`src/hdl/mexp_pkg.sv`:
```
// Shared types, constants and the control store of the modular exponentiation block.
// The control store is a constant table indexed by the step counter.
// No dependencies.
`default_nettype none

package mexp_pkg;

  localparam int FIELD_W     = 62;
  localparam int IN_TDATA_W  = 192;
  localparam int OUT_TDATA_W = 64;
  localparam int PC_W        = 4;

  typedef logic [PC_W-1:0] pc_t;

  localparam pc_t STEP_IDLE     = 4'd0;
  localparam pc_t STEP_CHK_EXP  = 4'd1;
  localparam pc_t STEP_CHK_MOD  = 4'd2;
  localparam pc_t STEP_MOD      = 4'd3;
  localparam pc_t STEP_MOD_DONE = 4'd4;
  localparam pc_t STEP_LOOP     = 4'd5;
  localparam pc_t STEP_SETUP_A  = 4'd6;
  localparam pc_t STEP_MUL_A    = 4'd7;
  localparam pc_t STEP_STORE_A  = 4'd8;
  localparam pc_t STEP_SETUP_B  = 4'd9;
  localparam pc_t STEP_MUL_B    = 4'd10;
  localparam pc_t STEP_STORE_B  = 4'd11;
  localparam pc_t STEP_EMIT     = 4'd12;
  localparam pc_t STEP_RETURN   = 4'd13;

  typedef enum logic [3:0] {
    OP_NOP       = 4'd0,
    OP_LOAD      = 4'd1,
    OP_SET_ONE   = 4'd2,
    OP_CLR_ACC   = 4'd3,
    OP_MOD_STEP  = 4'd4,
    OP_MOD_DONE  = 4'd5,
    OP_SETUP_A   = 4'd6,
    OP_MUL_STEP  = 4'd7,
    OP_STORE_A   = 4'd8,
    OP_SETUP_B   = 4'd9,
    OP_STORE_B   = 4'd10,
    OP_EMIT      = 4'd11
  } op_t;

  typedef enum logic [3:0] {
    C_ALWAYS     = 4'd0,
    C_NO_INPUT   = 4'd1,
    C_EXP_ZERO   = 4'd2,
    C_MOD_ZERO   = 4'd3,
    C_CNT_MORE   = 4'd4,
    C_EBIT_CLEAR = 4'd5,
    C_MUL_MORE   = 4'd6,
    C_EXP_MORE   = 4'd7,
    C_OUT_BUSY   = 4'd8
  } cond_t;

  typedef struct packed {
    op_t   op;
    cond_t cond;
    pc_t   target;
  } ctrl_t;

  function automatic ctrl_t ucode(input pc_t pc);
    ctrl_t cw;
    cw = '{op: OP_NOP, cond: C_ALWAYS, target: STEP_IDLE};
    case (pc)
      STEP_IDLE:     cw = '{op: OP_LOAD,     cond: C_NO_INPUT,   target: STEP_IDLE};
      STEP_CHK_EXP:  cw = '{op: OP_SET_ONE,  cond: C_EXP_ZERO,   target: STEP_EMIT};
      STEP_CHK_MOD:  cw = '{op: OP_CLR_ACC,  cond: C_MOD_ZERO,   target: STEP_EMIT};
      STEP_MOD:      cw = '{op: OP_MOD_STEP, cond: C_CNT_MORE,   target: STEP_MOD};
      STEP_MOD_DONE: cw = '{op: OP_MOD_DONE, cond: C_ALWAYS,     target: STEP_LOOP};
      STEP_LOOP:     cw = '{op: OP_NOP,      cond: C_EBIT_CLEAR, target: STEP_SETUP_B};
      STEP_SETUP_A:  cw = '{op: OP_SETUP_A,  cond: C_ALWAYS,     target: STEP_MUL_A};
      STEP_MUL_A:    cw = '{op: OP_MUL_STEP, cond: C_MUL_MORE,   target: STEP_MUL_A};
      STEP_STORE_A:  cw = '{op: OP_STORE_A,  cond: C_ALWAYS,     target: STEP_SETUP_B};
      STEP_SETUP_B:  cw = '{op: OP_SETUP_B,  cond: C_ALWAYS,     target: STEP_MUL_B};
      STEP_MUL_B:    cw = '{op: OP_MUL_STEP, cond: C_MUL_MORE,   target: STEP_MUL_B};
      STEP_STORE_B:  cw = '{op: OP_STORE_B,  cond: C_EXP_MORE,   target: STEP_LOOP};
      STEP_EMIT:     cw = '{op: OP_EMIT,     cond: C_OUT_BUSY,   target: STEP_EMIT};
      STEP_RETURN:   cw = '{op: OP_NOP,      cond: C_ALWAYS,     target: STEP_IDLE};
      default:       cw = '{op: OP_NOP,      cond: C_ALWAYS,     target: STEP_IDLE};
    endcase
    return cw;
  endfunction

endpackage

`default_nettype wire

```
`src/hdl/modular_exponentiation.sv`:
```
// Modular exponentiation, right-to-left square-and-multiply, microcoded control.
// The base is first reduced bit-serially; then for each exponent bit up to the top set bit
// the bit is tested, a multiply follows when the bit is set, and a square always follows;
// each multiply is shift-and-add over the bit length k of the multiplier.
// One item at a time; the next beat is taken once the result is in the output register.
// Reset: synchronous active-low, clears the step counter and the output valid.
// Depends on mexp_pkg and mexp_add_mod.
`default_nettype none

module modular_exponentiation #(
  parameter int WIDTH = 62
) (
  input  wire logic                                 clk,
  input  wire logic                                 rst_n,
  input  wire logic                                 in_tvalid,
  output logic                                      in_tready,
  // [61:0] base_value, [123:62] exponent_value, [185:124] modulus_value
  input  wire logic [mexp_pkg::IN_TDATA_W-1:0]      in_tdata,
  output logic                                      out_tvalid,
  input  wire logic                                 out_tready,
  // [61:0] power_result
  output logic      [mexp_pkg::OUT_TDATA_W-1:0]     out_tdata
);

  localparam int CNT_W = $clog2(WIDTH + 1);
  localparam int FW    = mexp_pkg::FIELD_W;

  mexp_pkg::pc_t   pc_r, pc_nxt;
  mexp_pkg::ctrl_t cw;
  logic            take;

  logic [WIDTH-1:0] m_r, m_nxt;
  logic [WIDTH-1:0] e_r, e_nxt;
  logic [WIDTH-1:0] b_r, b_nxt;
  logic [WIDTH-1:0] a_r, a_nxt;
  logic [WIDTH-1:0] mx_r, mx_nxt;
  logic [WIDTH-1:0] my_r, my_nxt;
  logic [WIDTH-1:0] mp_r, mp_nxt;
  logic [WIDTH-1:0] rem_r, rem_nxt;
  logic [CNT_W-1:0] cnt_r, cnt_nxt;
  logic             out_valid_r, out_valid_nxt;
  logic [WIDTH-1:0] out_data_r, out_data_nxt;

  logic [WIDTH-1:0] sum_red;
  logic [WIDTH-1:0] dbl_red;
  logic [WIDTH:0]   rem_dbl;
  logic [WIDTH:0]   rem_sub;
  logic [WIDTH-1:0] rem_red;
  logic [WIDTH-1:0] acc_red;
  logic             out_busy;

  assign cw        = mexp_pkg::ucode(pc_r);
  assign out_busy  = out_valid_r && !out_tready;
  assign in_tready = (pc_r == mexp_pkg::STEP_IDLE);
  assign out_tvalid = out_valid_r;
  assign out_tdata  = mexp_pkg::OUT_TDATA_W'(out_data_r);

  mexp_add_mod #(.WIDTH(WIDTH)) u_add_acc (
    .x (mp_r),
    .y (mx_r),
    .m (m_r),
    .s (sum_red)
  );

  mexp_add_mod #(.WIDTH(WIDTH)) u_add_dbl (
    .x (mx_r),
    .y (mx_r),
    .m (m_r),
    .s (dbl_red)
  );

  always_comb begin
    rem_dbl = {rem_r, b_r[WIDTH-1]};
    rem_sub = rem_dbl - {1'b0, m_r};
    if (rem_dbl >= {1'b0, m_r}) begin
      rem_red = rem_sub[WIDTH-1:0];
    end else begin
      rem_red = rem_dbl[WIDTH-1:0];
    end
    if (a_r >= m_r) begin
      acc_red = a_r - m_r;
    end else begin
      acc_red = a_r;
    end
  end

  always_comb begin
    case (cw.cond)
      mexp_pkg::C_ALWAYS:     take = 1'b1;
      mexp_pkg::C_NO_INPUT:   take = !in_tvalid;
      mexp_pkg::C_EXP_ZERO:   take = (e_r == '0);
      mexp_pkg::C_MOD_ZERO:   take = (m_r == '0);
      mexp_pkg::C_CNT_MORE:   take = (cnt_r != CNT_W'(1));
      mexp_pkg::C_EBIT_CLEAR: take = !e_r[0];
      mexp_pkg::C_MUL_MORE:   take = (my_r[WIDTH-1:1] != '0);
      mexp_pkg::C_EXP_MORE:   take = (e_r[WIDTH-1:1] != '0);
      mexp_pkg::C_OUT_BUSY:   take = out_busy;
      default:                take = 1'b0;
    endcase
    if (take) begin
      pc_nxt = cw.target;
    end else begin
      pc_nxt = pc_r + mexp_pkg::PC_W'(1);
    end
  end

  always_comb begin
    m_nxt         = m_r;
    e_nxt         = e_r;
    b_nxt         = b_r;
    a_nxt         = a_r;
    mx_nxt        = mx_r;
    my_nxt        = my_r;
    mp_nxt        = mp_r;
    rem_nxt       = rem_r;
    cnt_nxt       = cnt_r;
    out_valid_nxt = out_valid_r && !out_tready;
    out_data_nxt  = out_data_r;
    case (cw.op)
      mexp_pkg::OP_LOAD: begin
        if (in_tvalid) begin
          b_nxt   = in_tdata[WIDTH-1:0];
          e_nxt   = in_tdata[FW+WIDTH-1:FW];
          m_nxt   = in_tdata[2*FW+WIDTH-1:2*FW];
          rem_nxt = '0;
          cnt_nxt = CNT_W'(WIDTH);
        end
      end
      mexp_pkg::OP_SET_ONE: begin
        a_nxt = WIDTH'(1);
      end
      mexp_pkg::OP_CLR_ACC: begin
        a_nxt = '0;
      end
      mexp_pkg::OP_MOD_STEP: begin
        rem_nxt = rem_red;
        b_nxt   = {b_r[WIDTH-2:0], 1'b0};
        cnt_nxt = cnt_r - CNT_W'(1);
      end
      mexp_pkg::OP_MOD_DONE: begin
        b_nxt = rem_r;
        a_nxt = WIDTH'(1);
      end
      mexp_pkg::OP_SETUP_A: begin
        mx_nxt = acc_red;
        my_nxt = b_r;
        mp_nxt = '0;
      end
      mexp_pkg::OP_MUL_STEP: begin
        if (my_r[0]) begin
          mp_nxt = sum_red;
        end
        mx_nxt = dbl_red;
        my_nxt = {1'b0, my_r[WIDTH-1:1]};
      end
      mexp_pkg::OP_STORE_A: begin
        a_nxt = mp_r;
      end
      mexp_pkg::OP_SETUP_B: begin
        mx_nxt = b_r;
        my_nxt = b_r;
        mp_nxt = '0;
      end
      mexp_pkg::OP_STORE_B: begin
        b_nxt = mp_r;
        e_nxt = {1'b0, e_r[WIDTH-1:1]};
      end
      mexp_pkg::OP_EMIT: begin
        if (!out_busy) begin
          out_valid_nxt = 1'b1;
          out_data_nxt  = a_r;
        end
      end
      default: begin
      end
    endcase
  end

  always_ff @(posedge clk) begin
    if (!rst_n) begin
      pc_r        <= mexp_pkg::STEP_IDLE;
      out_valid_r <= 1'b0;
    end else begin
      pc_r        <= pc_nxt;
      out_valid_r <= out_valid_nxt;
    end
  end

  always_ff @(posedge clk) begin
    m_r        <= m_nxt;
    e_r        <= e_nxt;
    b_r        <= b_nxt;
    a_r        <= a_nxt;
    mx_r       <= mx_nxt;
    my_r       <= my_nxt;
    mp_r       <= mp_nxt;
    rem_r      <= rem_nxt;
    cnt_r      <= cnt_nxt;
    out_data_r <= out_data_nxt;
  end

endmodule

`default_nettype wire

```
`src/hdl/mexp_add_mod.sv`:
```
// Modular adder: (x + y) mod m for x, y < m, by one add and one conditional subtract.
// Self-contained; no package use.
`default_nettype none

module mexp_add_mod #(
  parameter int WIDTH = 62
) (
  input  wire logic [WIDTH-1:0] x,
  input  wire logic [WIDTH-1:0] y,
  input  wire logic [WIDTH-1:0] m,
  output logic      [WIDTH-1:0] s
);

  logic [WIDTH:0] sum;
  logic [WIDTH:0] diff;

  always_comb begin
    sum  = {1'b0, x} + {1'b0, y};
    diff = sum - {1'b0, m};
    if (sum >= {1'b0, m}) begin
      s = diff[WIDTH-1:0];
    end else begin
      s = sum[WIDTH-1:0];
    end
  end

endmodule

`default_nettype wire

```
`config.mk`:
```
export PLATFORM = sky130hd
export DESIGN_NAME = modular_exponentiation
export DESIGN_NICKNAME = d
export VERILOG_FILES = /design/src/hdl/mexp_pkg.sv /design/src/hdl/modular_exponentiation.sv /design/src/hdl/mexp_add_mod.sv
export SDC_FILE = /design/constraint.sdc
export NUM_CORES = 2
export LEC_CHECK = 0
export ABC_AREA = 0
export CORE_MARGIN = 2
export CORE_UTILIZATION = 50
export CTS_BUF_LIST = sky130_fd_sc_hd__clkbuf_8
export CTS_CLUSTER_DIAMETER = 100
export DETAILED_ROUTE_END_ITERATION = 10
export DONT_BUFFER_PORTS = 1
export HOLD_SLACK_MARGIN = 0.06
export SYNTH_ARGS = -nofsm -noshare
export SYNTH_HDL_FRONTEND = slang
export SYNTH_SLANG_ARGS = --single-unit
```
`constraint.sdc`:
```
create_clock -name clk -period 15.17 [get_ports clk]
set_clock_uncertainty 0.1 [all_clocks]
set_input_delay 3.034 -clock clk [delete_from_list [all_inputs] [get_ports clk]]
set_output_delay 3.034 -clock clk [all_outputs]
set_load 0.01 [all_outputs]
```
Yosys cells after proc, flatten, opt, wreduce, memory -nomap -nowiden
Memories as Yosys holds them, arrays and structs flattened. A register that Yosys moved wholly into a read port is not among the register bits. Index checks and enable logic that the tools add are counted.

Flip-flop bits (word level): 569. ROM bits: 192. Input port bits: 196. Word-level logic and storage cells: 93. Memories: 1.

Memory list: (no name shown) (words 16, bits a word 12, read ports 1, clocked after Yosys merged registers in 1, wr ports 0, line mexp_pkg.sv:66) `case (pc)`.

$add $sub $neg: 8. $lt $le $gt $ge: 4. Equal/unequal tests: 22. Muxes and demuxes: 21. Bitwise logic cells: 1. Reductions and logical operators: 24.

Operators with widths (count): two-way mux 62 bit (8); one-hot mux 62 bit (2 select lines) (4); one-hot mux 62 bit (3 select lines) (2); one-hot mux 62 bit (4 select lines) (1); subtractor 62 bit (4); >= comparator 63 x 62 -> 1 bit (3); adder 62 x 62 -> 63 bit (2); logical NOT 62 bit (2); nonzero test 61 bit (2); >= comparator 62 bit (1); equality test 4 x 3 -> 1 bit, second input constant (8); equality test 4 bit, second input constant (5); equality test 4 x 2 -> 1 bit, second input constant (4); one-hot mux 6 bit (2 select lines) (1); AND reduction 2 bit (6); one-hot mux 1 bit (9 select lines) (1); equality test 4 x 1 -> 1 bit, second input constant (2); logical NOT 4 bit (2); two-way mux 4 bit (2); two-way mux 6 bit (1); != test 6 x 1 -> 1 bit, second input constant (1); nonzero test 2 bit (3); nonzero test 3 bit (2); subtractor 6 x 1 -> 6 bit, second input constant (1); 8 further kinds (12).

Longest topological paths before layout
Depth in word-level cells: 5. Mapped depth: 28. Mapped depth without buffers: 25.

Cells and area by module
A second synthesis with hierarchy kept.

Cell total of the unflattened synthesis: 5427. Area total of the unflattened synthesis: 49217.2 um^2.

Modules (own cells, without submodules): modular_exponentiation (instances 1, cells each 3005, area an instance 32402.3 um^2); mexp_add_mod (u_add_acc) (instances 1, cells each 1234, area an instance 8557.0 um^2); mexp_add_mod (u_add_dbl) (instances 1, cells each 1188, area an instance 8257.9 um^2).

Worst setup path before layout
Ideal clock, no wire load.

Path kind: input to register. Start point: in out_tready. End point: reg out_data_r[0], enable pin. Library setup time: 0.489 ns. Data arrival time: 5.929 ns. Data required time: 14.581 ns. Slack: 8.652 ns. Stages on the path: 2. Buffers on the path: 0. Cell sequence: nand2b_1 > nor2b_1.

Cells in the longest elaborated chain, start to end: 4.

Ends and longest elaborated chain: start: declaration (line modular_exponentiation.sv:20) `input wire logic out_tready,`; logical NOT 1 bit (line modular_exponentiation.sv:53) `assign out_busy = out_valid_r && !out_tready;`; logical AND 1 bit (line modular_exponentiation.sv:53); inverter 1 bit (no line); AND reduction 2 bit (no line); end signal: assignment (line modular_exponentiation.sv:199) `out_data_r <= out_data_nxt;`; end: declaration (line modular_exponentiation.sv:42) `logic [WIDTH-1:0] out_data_r, out_data_nxt;`.

No other way between the ends. A chain may end at the register's enable or synchronous reset.

Worst setup path after layout
Start point: reg mx_r[0]. End point: reg mp_r[45] (data pin).

Cells in the longest elaborated chain, start to end: 5.

Ends and longest elaborated chain: start: declaration (line modular_exponentiation.sv:36) `logic [WIDTH-1:0] mx_r, mx_nxt;`; start signal: assignment (line modular_exponentiation.sv:194) `mx_r <= mx_nxt;`; adder 62 x 62 -> 63 bit * (line mexp_add_mod.sv:18) `sum = {1'b0, x} + {1'b0, y};`; subtractor 62 bit or >= comparator 63 x 62 -> 1 bit (tied branches) (line mexp_add_mod.sv:19, mexp_add_mod.sv:20); two-way mux 62 bit * (line mexp_add_mod.sv:20) `if (sum >= {1'b0, m}) begin`; two-way mux 62 bit * (line modular_exponentiation.sv:150) `if (my_r[0]) begin`; one-hot mux 62 bit (2 select lines) * (line modular_exponentiation.sv:119) `case (cw.op)`; end signal: assignment (line modular_exponentiation.sv:196) `mp_r <= mp_nxt;`; end: declaration (line modular_exponentiation.sv:38) `logic [WIDTH-1:0] mp_r, mp_nxt;`.

Mark *: on every way between the ends. The rest lies on a longest branch, timed or not. The select of a mux whose other input is x is not followed.

==> out/results.tsv <==
stage	metric	value	unit
clock_tree	CTS buffer count	104	
min_path	worst hold path class	reg -> reg	
finish	Filler cells	8132	
global_routing	initial antenna violation count	10	
synthesis	Synth Area in XOR/XNOR	0.0564	
clock_tree	Clk pin slew, worst setup/hold paths	0.07	ns
synthesis	Synth cell types	94	
clock_tree	CTS HTree Levels	3	
sta	period utilisation layout	0.523	
synthesis	Ys Warns	0	
worst_setup_path	crit path capture	mp_r[45]$_SDFFCE_PP0P_	
global_routing	GRT overflow	0	
finish	register area	0.0173	mm2
detailed_routing	vias	38100	
detailed_routing	post-route DRC violation count	0	
worst_setup_path	Crit Path Category	reg -> reg	
detailed_routing	drt total wl	157000	um
placement	Port Buffers	0	
global_routing	GRT Overall Usage	0.338	
synthesis	synthesized instance count	4813	
detailed_routing	first-pass iteration count of the detailed router	7	
worst_setup_path	reg2reg end	mp_r[45]$_SDFFCE_PP0P_	
worst_setup_path	CP endpoint kind	flop	
clock_tree	maximum clock path buffer count	3	
synthesis	synthesized area per cell	9.13	um2
finish	post-layout util	0.539	
status	status	finished clean	
synthesis	synthesized area	0.0439	mm2
placement	Post-DP Area	0.0448	mm2
sta	endpoints failing setup	0	
placement	Placed Cells	5755	
die	Die Span Y	300	um
worst_setup_path	CP Data Required Time	15.59	ns
clock_tree	worst skew pair latency	0.79	ns
sta	f_max	126	MHz
synthesis	Main synth FF type	edfxtp_1	
detailed_routing	1st-iter DRT viols	5258	
clock_tree	CTS tree	yes	
sta	worst-margin pin slew	1.22	ns
sta	Slew Limit Headroom	0.185	
run	max_cap viols	0	
worst_setup_path	origin of the critical flop-to-flop path	mx_r[0]$_DFFE_PP_	
die	initial core utilization	0.506	
clock_tree	hold_buf cts	0	
synthesis	Simple-Gate Fraction of Synth Area	0.167	
synthesis	number of enable-type register cells in the synthesized netlist	564	
synthesis	post-synth top area share	0.385	
die	Core Footprint	0.0869	mm2
finish	non-filler instance count after layout	5943	
synthesis	FF+latch count, synth	581	
detailed_routing	drt wl/cell	26.5	um
sta	final hold vios	0	
die	Die Width	300	um
clock_tree	Root Buffer	clkbuf_8	
synthesis	largest family of logic cells by synthesized area	compound AO/OA/AOI/OAI gates	
placement	Detail Placement HPWL	125000	um
synthesis	largest area contributor in the netlist	edfxtp_1	
finish	nets@finish	5227	
sta	post-layout min period	7.94	ns
sta	final slew viol count	0	
synthesis	Seq/Total Area, Yosys	0.393	
placement	gp weighted congestion	0.991	
global_routing	vias in the first global route	35200	
synthesis	Synth Area in Adders	0.0934	
worst_setup_path	crit path max fanout	70	
finish	area delta synth->final	6.55	%
die	row count	108	
synthesis	asr flop ratio synth	0	
synthesis	Synth area leaders	edfxtp_1 (39%), ha_1 (9.1%), nand2_1 (5.9%), a21oi_1 (5.0%), xnor2_1 (3.5%)	
detailed_routing	ANT nets after route	0	
finish	fin area	0.0468	mm2
clock_tree	post-cts resize count	0	
worst_setup_path	CP startpoint	mx_r[0]$_DFFE_PP_	
worst_setup_path	CP startpoint kind	flop	
clock_tree	post-CTS setup buffers	0	
detailed_routing	via/cell ratio	6.41	
worst_setup_path	worst r2r path cells	23	
worst_setup_path	critical path data arrival time	8.36	ns
synthesis	complex-gate fraction of the synthesized area	0.213	
clock_tree	clock sinks	581	
die	Die ar.	0.0903	mm2
global_routing	largest net degree at the start of global routing	81	
global_routing	first-pass GRT wire length	226000	um
sta	setup TNS	0	ns
synthesis	post-synthesis mux area share	0.0398	
worst_setup_path	flop-to-flop setup slack	7.23	ns
finish	area occupied by multi-input gates	0.0252	mm2
sta	unrepaired setup endpoints after global routing	no	
die	Top Ports	262	
finish	layout cells sized above 1	0.0671	
[layer usage]
metal	wire, um	global-route usage	share of wire
met1	71000	0.516	0.45
met2	60000	0.448	0.38
met3	20100	0.0913	0.13
met4	6120	0.128	0.039
met5	53	0	0.00034
[critical path, stage by stage, from the launching register on]
cell	delay (ns)
edfxtp_1	0.54
ha_1	0.30
inv_1	0.08
fa_1	0.22
nor2b_1	0.07
o2111ai_1	0.34
a211oi_1	0.20
nor4_2	0.38
o21ai_1	0.30
a211oi_2	0.39
nor2_1	0.16
a221oi_1	0.43
o21ai_0	0.22
xnor2_1	0.20
ha_1	0.43
nand3_1	0.36
nor4_1	0.37
nand4b_1	0.40
nor3_1	0.29
nand3_1	0.15
nand3_1	0.22
or3_2	0.94
nor2_2	0.27
a22o_1	0.32
[cell usage in the layout, fill, tap and decap left out, types with 55 or more instances in the layout]
master    count
inv_1       179
ha_1        320
nand2_1     687
xnor2_1     177
xor2_1      106
and2_1       73
a21oi_1     439
a211oi_1     55
nor2_1      381
a21o_1      170
o21bai_1     59
clkbuf_8    107
nor4_1       59
nand3_1      84
a31oi_1      73
mux2i_1      95
mux2_2       71
nor3_1       67
nand4_1      86
o21ai_0     226
edfxtp_1    564
[cell families (layout without fill, tap and decap cells)]
logic type / Yosys count / in the layout
compound gates: 1421 / 1421
xor+xnor: 283 / 283
fa+ha+maj: 325 / 325
buf+inv: 411 / 379
flops: 581 / 581
mux: 166 / 166
other cells: 1 / 8
simple gates: 1625 / 1625
[how the worst min path moves through the flow]
| stage | depth (start not counted) | startpoint | slack, ns | end |
|---|---|---|---|---|
| after floorplan | 0 | a_r[0]$_DFFE_PP_ | 0.35 | out_data_r[0]$_DFFE_PP_ |
| after global routing | 0 | a_r[16]$_DFFE_PP_ | 0.43 | out_data_r[16]$_DFFE_PP_ |
| after global placement | 0 | a_r[43]$_DFFE_PP_ | 0.39 | out_data_r[43]$_DFFE_PP_ |
| final | 0 | a_r[18]$_DFFE_PP_ | 0.40 | out_data_r[18]$_DFFE_PP_ |
| after CTS | 0 | a_r[16]$_DFFE_PP_ | 0.41 | out_data_r[16]$_DFFE_PP_ |
| after detailed placement | 0 | a_r[19]$_DFFE_PP_ | 0.40 | out_data_r[19]$_DFFE_PP_ |
[registers in the layout (all words and copies together), names as in the netlist]
name and count:
cw 12, b_r 62, m_r 62, e_r 62
mx_r 62, out_data_r 62, my_r 62, a_r 62
out_tvalid 1, mp_r 62, cnt_r 6, pc_r 4
rem_r 62
[per-stage QoR]
stage	hold slack, ns	setup slack [ns]
floorplan	0.351	8.65
global placement	0.394	7.39
detailed placement	0.399	7.35
CTS	0.408	7.31
global route	0.429	6.83
finish	0.405	7.23
[area by class of cell]
class,instances,area share
multi-input cells,3822,0.538
clock buffers,107,0.0315
repair buffers,40,0.00641
inverters,157,0.0126
clock inverters,75,0.0115
well taps,1155,0.0309
flip-flops and latches,581,0.369
diodes,6,0.000321
[synthesized netlist by cell type, drive strengths merged (45+ instances only)]
master	n
clkbuf	209
a211oi	64
o21ai	240
mux2i	95
a21o	170
nand2	693
mux2	71
nand3	84
buf	45
o21bai	59
xor2	106
nor4	61
and2	73
a31oi	75
inv	157
edfxtp	564
ha	320
nor3	70
nor2	388
nand4	86
xnor2	177
a21oi	440
a22oi	45
Power is not shown: default switching activity piles up to over one toggle a cycle in this logic, so the estimate is an artifact.
